## src/design/ates_pkg.sv

```systemverilog
// ates_pkg: shared constants, codes and controller/datapath types for the
// ANSI terminal screen engine. No dependencies.
`default_nettype none
package ates_pkg;

    // Screen geometry, within the port widths
    localparam int COLUMNS          = 100;
    localparam int VISIBLE_ROWS     = 31;
    localparam int STORE_ROWS_DEF   = 1024;
    localparam int MAX_ARGS_DEF     = 8;

    localparam int ROW_W  = 5;
    localparam int COL_W  = 7;
    localparam int CHAR_W = 8;
    localparam int CLR_W  = 4;
    localparam int ARG_W  = 16;
    localparam int CELL_W = CHAR_W + 2 * CLR_W;

    localparam logic [ARG_W-1:0] ARG_LIMIT = 16'hffff;

    // Control and sequence bytes
    localparam logic [7:0] CH_ESC    = 8'h1b;
    localparam logic [7:0] CH_BEL    = 8'h07;
    localparam logic [7:0] CH_BS     = 8'h08;
    localparam logic [7:0] CH_TAB    = 8'h09;
    localparam logic [7:0] CH_LF     = 8'h0a;
    localparam logic [7:0] CH_CR     = 8'h0d;
    localparam logic [7:0] CH_SPACE  = 8'h20;
    localparam logic [7:0] CH_0      = 8'h30;
    localparam logic [7:0] CH_9      = 8'h39;
    localparam logic [7:0] CH_SEMI   = 8'h3b;
    localparam logic [7:0] CH_LBRACK = 8'h5b;
    localparam logic [7:0] FIN_UP    = 8'h41;
    localparam logic [7:0] FIN_DOWN  = 8'h42;
    localparam logic [7:0] FIN_RIGHT = 8'h43;
    localparam logic [7:0] FIN_LEFT  = 8'h44;
    localparam logic [7:0] FIN_POS   = 8'h48;
    localparam logic [7:0] FIN_POS_F = 8'h66;
    localparam logic [7:0] FIN_ED    = 8'h4a;
    localparam logic [7:0] FIN_EL    = 8'h4b;
    localparam logic [7:0] FIN_SGR   = 8'h6d;

    // Colors and SGR codes
    localparam logic [CLR_W-1:0] FG_DEFAULT = 4'd7;
    localparam logic [CLR_W-1:0] BG_DEFAULT = 4'd0;
    localparam logic [ARG_W-1:0] SGR_RESET  = 16'd0;
    localparam logic [ARG_W-1:0] SGR_BOLD   = 16'd1;
    localparam logic [ARG_W-1:0] SGR_FG     = 16'd30;
    localparam logic [ARG_W-1:0] SGR_BG     = 16'd40;
    localparam logic [ARG_W-1:0] SGR_FG_HI  = 16'd90;
    localparam logic [ARG_W-1:0] SGR_BG_HI  = 16'd100;
    localparam logic [ARG_W-1:0] SGR_FG_DEF = 16'd39;
    localparam logic [ARG_W-1:0] SGR_BG_DEF = 16'd49;
    localparam logic [ARG_W-1:0] ED_TO_END  = 16'd0;
    localparam logic [ARG_W-1:0] ED_ALL     = 16'd2;
    localparam logic [ARG_W-1:0] ED_ALL_SB  = 16'd3;
    localparam logic [ARG_W-1:0] EL_TO_CUR  = 16'd1;
    localparam logic [ARG_W-1:0] EL_LINE    = 16'd2;

    // Datapath commands
    typedef enum logic [2:0] {
        OP_NONE,
        OP_LATCH,
        OP_EXEC,
        OP_SGR,
        OP_READ,
        OP_LOAD
    } t_op;

    // Datapath status
    typedef struct packed {
        logic busy;
        logic mode;
        logic sgr_req;
        logic sgr_last;
        logic out_free;
    } t_status;

endpackage
`default_nettype wire

```

## src/design/ates_ctrl.sv

```systemverilog
// ates_ctrl: sequencing state machine of the terminal engine.
// Depends on ates_pkg; drives ates_dp through t_op and reads t_status.
`default_nettype none
module ates_ctrl (
    input  wire                 i_clk,
    input  wire                 i_rst_n,
    input  wire                 i_in_valid,
    output logic                o_in_ready,
    input  ates_pkg::t_status   i_status,
    output ates_pkg::t_op       o_cmd
);

    typedef enum logic [2:0] {
        S_CLEAR,
        S_IDLE,
        S_START,
        S_SGR,
        S_FILL,
        S_DONE
    } t_state;

    t_state r_state;
    t_state n_state;

    // Decode next state and command
    always_comb begin
        n_state = r_state;
        o_cmd   = ates_pkg::OP_NONE;
        unique case (r_state)
            S_CLEAR: begin
                if (!i_status.busy) n_state = S_IDLE;
            end
            S_IDLE: begin
                if (i_in_valid) begin
                    o_cmd   = ates_pkg::OP_LATCH;
                    n_state = S_START;
                end
            end
            S_START: begin
                if (i_status.mode) begin
                    o_cmd   = ates_pkg::OP_READ;
                    n_state = S_DONE;
                end else begin
                    o_cmd   = ates_pkg::OP_EXEC;
                    n_state = i_status.sgr_req ? S_SGR : S_FILL;
                end
            end
            S_SGR: begin
                o_cmd = ates_pkg::OP_SGR;
                if (i_status.sgr_last) n_state = S_DONE;
            end
            S_FILL: begin
                if (!i_status.busy) n_state = S_DONE;
            end
            S_DONE: begin
                if (i_status.out_free) begin
                    o_cmd   = ates_pkg::OP_LOAD;
                    n_state = S_IDLE;
                end
            end
            default: n_state = S_IDLE;
        endcase
    end

    assign o_in_ready = (r_state == S_IDLE);

    // Hold state
    always_ff @(posedge i_clk) begin
        if (!i_rst_n) begin
            r_state <= S_CLEAR;
        end else begin
            r_state <= n_state;
        end
    end

endmodule
`default_nettype wire

```

## config.mk

```make
export PLATFORM = sky130hd
export DESIGN_NAME = ates_ctrl
export DESIGN_NICKNAME = d
export VERILOG_FILES = /design/src/design/ates_pkg.sv /design/src/design/ates_ctrl.sv
export SDC_FILE = /design/constraint.sdc
export NUM_CORES = 1
export LEC_CHECK = 0
export ABC_AREA = 0
export BUFFER_PORTS_ARGS = -buffer_cell sky130_fd_sc_hd__buf_2
export CAP_MARGIN = 20
export CORE_AREA = 3 3 40 42
export CTS_CLUSTER_SIZE = 14
export DETAILED_ROUTE_END_ITERATION = 10
export DIE_AREA = 0 0 43 45
export SLEW_MARGIN = 20
export SYNTH_ARGS = -nofsm -noshare
export SYNTH_HDL_FRONTEND = slang
export SYNTH_SLANG_ARGS = --single-unit
```

## constraint.sdc

```tcl
create_clock -name i_clk -period 1.65 [get_ports i_clk]
set_input_delay 0.2475 -clock i_clk [delete_from_list [all_inputs] [get_ports i_clk]]
set_output_delay 0.2475 -clock i_clk [all_outputs]
set_load 0.03 [all_outputs]
```

==> results.json, run 1 <==
{
  "cellLeakagePower_nw": 0.163,
  "worstPathMaxFanout": 8,
  "maxCapViolCount": 0,
  "r2r-end": "r_state[2]",
  "post-route-drc-count": 0,
  "crit_required_ns": 1.40,
  "synth_edf_count": 0,
  "netlist_instances": 34,
  "crit_chain": "or2b_4 -> o32ai_2 -> buf_4",
  "drt-vias-per-instance": 4.81,
  "r2r-start": "r_state[0]",
  "place_inst": 58,
  "diodes": 0,
  "area_growth_pct": 36.4,
  "via_count": 298,
  "largestRegisters": "r_state (3)",
  "min_path_cells": 2,
  "crit_arrival_ns": 1.30,
  "cp-start-kind": "flip-flop",
  "status": "finished, final reports clean",
  "rsz0062_at_grt": "no",
  "wl_per_cell_um": 11.9,
  "antenna_found_initial": 0,
  "cts_repair_resize_count": 1,
  "ios": 12,
  "critPathMaxStageDelay_ns": 0.38,
  "drive_gt1_share_pct": 44.7,
  "dieArea_mm2": 0.00194,
  "start_util_pct": 21.9,
  "fin_cells": 62,
  "core_area_mm2": 0.00128,
  "drt-pass1-iter-count": 2,
  "portBuffers": 11,
  "hold_slack_ns": 0.251,
  "drv_slew": 0,
  "seq_area_frac_synth_pct": 21.3,
  "cts.root.buffer_cell": "clkbuf_4",
  "layout_common_cells": "10 x buf_2, 4 x nor2_1, 3 x a21oi_1, 3 x clkbuf_4",
  "slew-limit-headroom_pct": 74.4,
  "die_w_um": 43,
  "peakVddDrop_mv": 0.196,
  "path_class": "reg2out",
  "hold_class": "in2reg",
  "std_cell_rows": 13,
  "clk_path_buf_depth": 2,
  "skew_ns": 0.00319,
  "synth_nets": 42,
  "insertion_delay_ns": 0.24,
  "cp_slowest_cell": "dfxtp_4",
  "top_register": "r_state",
  "numCtsBuffers": 3,
  "max_freq_mhz": 644,
  "die_y_um": 45,
  "synthesis.area_um2": 282,
  "ff2ff_setup_slack_ns": 0.31,
  "finalSetupTns_ns": 0,
  "multi_input_area_um2": 209,
  "htree_levels": 1,
  "grt_max_degree": 12,
  "synthFlopType": "dfxtp_1",
  "nets": 56,
  "final_common_cell": "buf_2",
  "setup.worst_path.start": "r_state[1]",
  "p_per_area_mw_per_mm2": 848,
  "setup_viol": 0,
  "timing.final.crit_period_ns": 1.55,
  "wl_um": 738,
  "grt_pass1_vias": 329,
  "cts_tree": "done",
  "drt_iter0_drc": 2,
  "worst_pin_slew_ns": 0.383,
  "worstHoldStart": "i_rst_n",
  "fill_cells": 148,
  "track_usage_pct": 9.32,
  "ys_seq_elements": 3,
  "ant_nets": 0,
  "post_cts_buffers": 0,
  "seq_area_um2": 65.1,
  "hold_viol": 0,
  "overflow": 0,
  "grt_pass1_wl_um": 1280,
  "hold-path-endpoint": "r_state[1]",
  "crit_path_end_kind": "output pin",
  "ys_warn_count": 0,
  "fin_util_pct": 29.9,
  "fin_crit_sh_pct": 94.1,
  "syn_area_per_cell_um2": 8.28,
  "synth.distinct_cells": 25,
  "cts-hold-fix-buffers": 0,
  "place_congestion": 0.774,
  "r2r_cells": 3,
  "clk_pin_slew_ns": 0.04,
  "largest_register_ffs": 3,
  "numClockSinks": 3,
  "synthArstFlopShare_pct": 0
}
cell usage after synthesis, drive strengths merged (2+ instances only):
cell    number  area [um2]
nor2         4        15.0
a21oi        3        15.0
dfxtp        3        60.1
nand2b       3        21.3
buf          2        16.3
inv          2        7.51
mux2         2        26.3
metrics by stage:
stage               setup slack, ns  total power [mW]  area (um2)
finish                       0.0976             0.326         384
global route                 0.0147             0.351         384
CTS                       0.0000109             0.331         374
detailed placement            0.193             0.194         347
global placement              0.229             0.192         347
floorplan                     0.194             0.171         289
final cells by class:
cell class / count / area share (%)
multi-input combinational: 27 / 54.4
tap: 15 / 4.89
sequential: 3 / 16.9
clock buffer: 4 / 6.84
inverter: 2 / 1.95
timing repair buffer: 11 / 15.0
cells by family (layout without fill, tap and decap cells):
family | after synthesis | after routing | synth area share (%)
flip-flops | 3 | 3 | 21.3
buffers and inverters | 4 | 17 | 8.44
AND/OR/NAND/NOR | 16 | 16 | 35.1
AO/OA/AOI/OAI | 9 | 9 | 25.8
multiplexers | 2 | 2 | 9.33
how the worst max path moves through the flow:
stage	slack [ns]	to	cells after the start
2_1_floorplan	0.19	o_cmd[1]	2
3_3_place_gp	0.23	o_cmd[2]	3
3_5_place_dp	0.19	o_cmd[2]	3
4_1_cts	0.00001	o_cmd[0]	4
5_1_grt	0.01	o_cmd[2]	3
6_report	0.1	o_cmd[2]	3
layer usage:
metal  up-vias  share of wire (%)  global-route usage [%]
met4         0                2.2                    10.8
li1        151                  -                       -
met3         2                3.9                    1.20
met2        12                 47                    15.0
met5         -                  0                       0
met1       133                 47                    9.86
power by group:
part / total, mW / switching, mW / internal, mW
registers: 0.0999 / 0.0195 / 0.0804
logic: 0.0940 / 0.0473 / 0.0467
clock network: 0.132 / 0.0410 / 0.0908
worst max-delay path: cells and delay by family (launching register included):
kind | cells | cell delay (ns)
buffers and inverters | 1 | 0.20
AND/OR/NAND/NOR | 1 | 0.30
AO/OA/AOI/OAI | 1 | 0.20
flip-flops | 1 | 0.38
Power figures use the tool's default switching activity.
==> run 2, diff against run 1 <==
==> constraint.sdc (replaced) <==
create_clock -name i_clk -period 1.65 [get_ports i_clk]
set_input_delay 0.0825 -clock i_clk [delete_from_list [all_inputs] [get_ports i_clk]]
set_output_delay 0.0825 -clock i_clk [all_outputs]
set_load 0.03 [all_outputs]
==> run 2 against run 1 <==
Clock skew is 0.0014 ns higher. Fmax increased by 4.5%. Worst hold slack worse by 0.16 ns. First-iteration DRC count down 50%. Largest cell class unchanged. Final cell count unchanged. Combinational power decreased by 5.0%. Worst setup slack gained 0.067 ns. Register-to-register slack about the same.
==> results.json, run 2 (synthesis results as in run 1) <==
{
  "skew_ns": 0.00460,
  "hold_class": "in2reg",
  "track_usage_pct": 7.90,
  "dp_hpwl_um": 499,
  "peakVddDrop_mv": 0.309,
  "dpl-instance-area_um2": 339,
  "min_path_cells": 3,
  "r2r-start": "r_state[0]",
  "ios": 12,
  "std_cell_rows": 13,
  "ant_nets": 0,
  "critPathMaxStageDelay_ns": 0.39,
  "hold_viol": 0,
  "p_per_area_mw_per_mm2": 887,
  "ff2ff_setup_slack_ns": 0.31,
  "numCtsBuffers": 3,
  "timing.final.crit_period_ns": 1.49,
  "crit_family": "flip-flops",
  "drive_gt1_share_pct": 38.3,
  "path_buf_inv": 1,
  "max_freq_mhz": 673,
  "cp-start-kind": "flip-flop",
  "grt_pass1_vias": 266,
  "start_util_pct": 21.9,
  "core_area_mm2": 0.00128,
  "slew-limit-headroom_pct": 76.6,
  "design_area_um2": 367,
  "grt_max_degree": 12,
  "htree_levels": 1,
  "die_y_um": 45,
  "worstPathMaxFanout": 10,
  "largestRegisters": "r_state (3)",
  "clk_path_buf_depth": 2,
  "cp_slowest_cell": "dfxtp_1",
  "overflow": 0,
  "crit_arrival_ns": 1.40,
  "setup_viol": 0,
  "hold_slack_ns": 0.0904,
  "diodes": 0,
  "area_growth_pct": 30.2,
  "insertion_delay_ns": 0.24,
  "dp_slack_ns": 0.314,
  "cts-hold-fix-buffers": 0,
  "via_count": 292,
  "wl_per_cell_um": 10.6,
  "post-route-drc-count": 0,
  "drt_iter0_drc": 1,
  "crit_path_end_kind": "output pin",
  "place_congestion": 0.768,
  "nets": 56,
  "drv_slew": 0,
  "worst_pin_slew_ns": 0.351,
  "layout_setup_ws_ns": 0.165,
  "r2r_cells": 3,
  "crit_chain": "or2b_1 -> o32ai_1 -> buf_2",
  "drt-vias-per-instance": 4.71,
  "layout_common_cells": "11 x buf_2, 4 x nor2_1, 3 x a21oi_1, 3 x clkbuf_4",
  "final_common_cell": "buf_2",
  "largest_register_ffs": 3,
  "dieArea_mm2": 0.00194,
  "grt_pass1_wl_um": 1120,
  "cellLeakagePower_nw": 0.159,
  "fill_cells": 140,
  "numClockSinks": 3,
  "maxCapViolCount": 0,
  "antenna_found_initial": 0,
  "wl_um": 657,
  "fin_crit_sh_pct": 90.0,
  "finalSetupTns_ns": 0,
  "crit_required_ns": 1.57,
  "clk_pin_slew_ns": 0.04,
  "r2r-end": "r_state[2]",
  "status": "finished, final reports clean",
  "drt-pass1-iter-count": 4,
  "path_class": "reg2out",
  "portBuffers": 11,
  "top_register": "r_state",
  "hold-path-endpoint": "r_state[0]",
  "worstHoldStart": "i_rst_n",
  "cts.root.buffer_cell": "clkbuf_4",
  "rsz0062_at_grt": "no",
  "die_w_um": 43,
  "cts_tree": "done"
}
[run 2: changes by cell type in the layout (fill, tap and decap cells not counted)]
cell	change
buf_2	+1
buf_4	-1
dfxtp_1	+1
dfxtp_4	-1
o32ai_1	+1
o32ai_2	-1
or2b_1	+1
or2b_4	-1
[run 2: worst max-delay path by stage]
stage | startpoint | cells past startpoint | end
3_3_place_gp | r_state[0] | 3 | r_state[2]
2_1_floorplan | r_state[1] | 2 | o_cmd[2]
5_1_grt | r_state[2] | 3 | o_cmd[2]
4_1_cts | r_state[1] | 3 | o_cmd[2]
6_report | r_state[2] | 3 | o_cmd[2]
3_5_place_dp | r_state[1] | 3 | r_state[2]
[run 2: layout make-up]
type / instances / area, um2 / area share [%]
inverters: 2 / 7.51 / 2.05
well taps: 15 / 18.8 / 5.12
multi-input cells: 27 / 198 / 53.9
repair buffers: 11 / 55.1 / 15.0
clock buffers: 4 / 26.3 / 7.17
flip-flops and latches: 3 / 61.3 / 16.7
[run 2: where the power goes]
group	total, mW	switching [mW]	internal (mW)
Sequential	0.0983	0.0179	0.0804
Clock	0.138	0.0464	0.0912
Combinational	0.0893	0.0454	0.0438
[run 2: per-layer routing]
layer  vias to the layer above  GRT usage (%)  share of wire [%]
li1                        151              -                  -
met1                       129           10.8                 47
met2                        10           10.5                 46
met3                         2           1.20                4.4
met4                         0           7.23                2.0
met5                         -              0                  0
[run 2: what timing repair did]
item / in CTS / in global routing
buffers inserted: 0 / 0
endpoints found under the setup margin: 0 / 1
resized for setup: 0 / 1
[run 2: worst min-delay path, stage by stage]
cell and delay (ns):
buf_2 0.11, o41ai_1 0.05, nor2_1 0.04
[run 2: metrics by stage]
stage | instances | utilization (%) | power, mW
after global routing | 62 | 28.5 | 0.348
after floorplan | 34 | - | 0.169
after global placement | 58 | 26.4 | 0.189
final | 62 | 28.5 | 0.325
after CTS | 62 | 28.4 | 0.331
after detailed placement | 58 | 26.4 | 0.189
==> run 3, diff against run 2 <==
- SKIP_CTS_REPAIR_TIMING: unset -> 1
- clock period: 1.65 -> 1.8 ns (I/O delays scaled with it)
==> run 3 against run 2 <==
Worst hold slack improved by 0.0069 ns. Worst setup slack improved by 0.061 ns. Clock skew grew 0.0015 ns. Largest power group unchanged. First-iteration DRC count grew to 5.0 times the previous value. Cell area fell by 0.34%. Register-to-register slack improved by 0.13 ns.
==> results.json, run 3 (synthesis results as in run 1) <==
{
  "status": "finished, final reports clean",
  "numClockSinks": 3,
  "intPower_uw": 197,
  "worstPathMaxFanout": 8,
  "finalSetupTns_ns": 0,
  "comb_power_share_pct": 27.5,
  "grt_max_degree": 12,
  "max_freq_mhz": 635,
  "power_switching_uw": 101,
  "peakVddDrop_mv": 0.289,
  "largestRegisters": "r_state (3)",
  "timing.final.crit_period_ns": 1.57,
  "design_area_um2": 365,
  "setup_viol": 0,
  "dieArea_mm2": 0.00194,
  "diodes": 0,
  "fin_crit_sh_pct": 87.5,
  "power.total_uw": 299,
  "insertion_delay_ns": 0.24,
  "dpl-instance-area_um2": 339,
  "p_per_area_mw_per_mm2": 817,
  "wl_um": 670,
  "fin_cells": 62,
  "fin_util_pct": 28.4,
  "die_y_um": 45,
  "final_common_cell": "buf_2",
  "cp-start-kind": "flip-flop",
  "drt-vias-per-instance": 4.71,
  "core_area_mm2": 0.00128,
  "crit_arrival_ns": 1.48,
  "slew-limit-headroom_pct": 77.1,
  "portBuffers": 11,
  "antenna_found_initial": 0,
  "area_growth_pct": 29.8,
  "clk_pin_slew_ns": 0.04,
  "cts_tree": "done",
  "wl_per_cell_um": 10.8,
  "nets": 56,
  "place_inst": 58,
  "largest_register_ffs": 3,
  "rsz0062_at_grt": "no",
  "crit_required_ns": 1.71,
  "drv_slew": 0,
  "drive_gt1_share_pct": 36.2,
  "hold_class": "in2reg",
  "hold_viol": 0,
  "path_class": "reg2out",
  "clk_path_buf_depth": 2,
  "hold_slack_ns": 0.0974,
  "start_util_pct": 21.9,
  "power_switching_share_pct": 34.0,
  "ios": 12,
  "grt_pass1_wl_um": 1120,
  "crit_path_end_kind": "output pin",
  "dp_hpwl_um": 499,
  "power_frac_clock_pct": 42.4,
  "track_usage_pct": 7.90,
  "std_cell_rows": 13,
  "overflow": 0,
  "dp_slack_ns": 0.464,
  "maxCapViolCount": 0,
  "layout_common_cells": "11 x buf_2, 4 x nor2_1, 3 x a21oi_1, 3 x clkbuf_4, 3 x dfxtp_1",
  "cellLeakagePower_nw": 0.158,
  "post-route-drc-count": 0,
  "worst_pin_slew_ns": 0.343,
  "die_w_um": 43,
  "cts.root.buffer_cell": "clkbuf_4",
  "grt_pass1_vias": 266,
  "layout_setup_ws_ns": 0.225,
  "top_register": "r_state",
  "via_count": 292,
  "ant_nets": 0,
  "htree_levels": 1,
  "numCtsBuffers": 3,
  "drt_iter0_drc": 5,
  "skew_ns": 0.00609,
  "place_congestion": 0.768,
  "seqPwrFrac_pct": 30.1,
  "drt-pass1-iter-count": 4
}
-- run 3: cell counts in the layout (fill, tap and decap cells not counted) --
Identical to the previous run, type by type.
-- run 3: cell type report --
| cell class | instances | area [um2] |
|---|---|---|
| sequential | 3 | 60.1 |
| clock buffer | 4 | 26.3 |
| tap | 15 | 18.8 |
| inverter | 2 | 7.51 |
| fill | 140 | 920 |
| timing repair buffer | 11 | 55.1 |
| multi-input combinational | 27 | 198 |
-- run 3: path summary, 6_finish.rpt --
kind                            startpoint  cells after the start          to  slack [ns]
worst max-delay path            r_state[1]                      3    o_cmd[2]        0.23
worst min-delay path               i_rst_n                      3  r_state[0]         0.1
worst max register to register  r_state[1]                      3  r_state[2]        0.44
worst min register to register  r_state[1]                      2  r_state[0]        0.63
-- run 3: worst max-delay path, stage by stage, from the launching register on --
cell and delay (ns):
dfxtp_1 0.46, or2b_1 0.31, o32ai_1 0.23, buf_2 0.24
-- run 3: per-layer routing --
layer | routed length, um | vias to the layer above | GRT usage, %
met5 | 0 | - | 0
met4 | 0 | 0 | 7.23
li1 | - | 155 | -
met2 | 311 | 10 | 10.5
met3 | 35 | 0 | 1.20
met1 | 323 | 127 | 10.8
-- run 3: power groups by stage --
| stage | Sequential [mW] | Clock, mW | Combinational (mW) |
|---|---|---|---|
| 2_1_floorplan | 0.0780 | 0 | 0.0767 |
| 5_1_grt | 0.0924 | 0.136 | 0.0904 |
| 3_5_place_dp | 0.0910 | 0 | 0.0820 |
| 6_report | 0.0900 | 0.127 | 0.0821 |
| 4_1_cts | 0.0897 | 0.131 | 0.0828 |
| 3_3_place_gp | 0.0908 | 0 | 0.0829 |
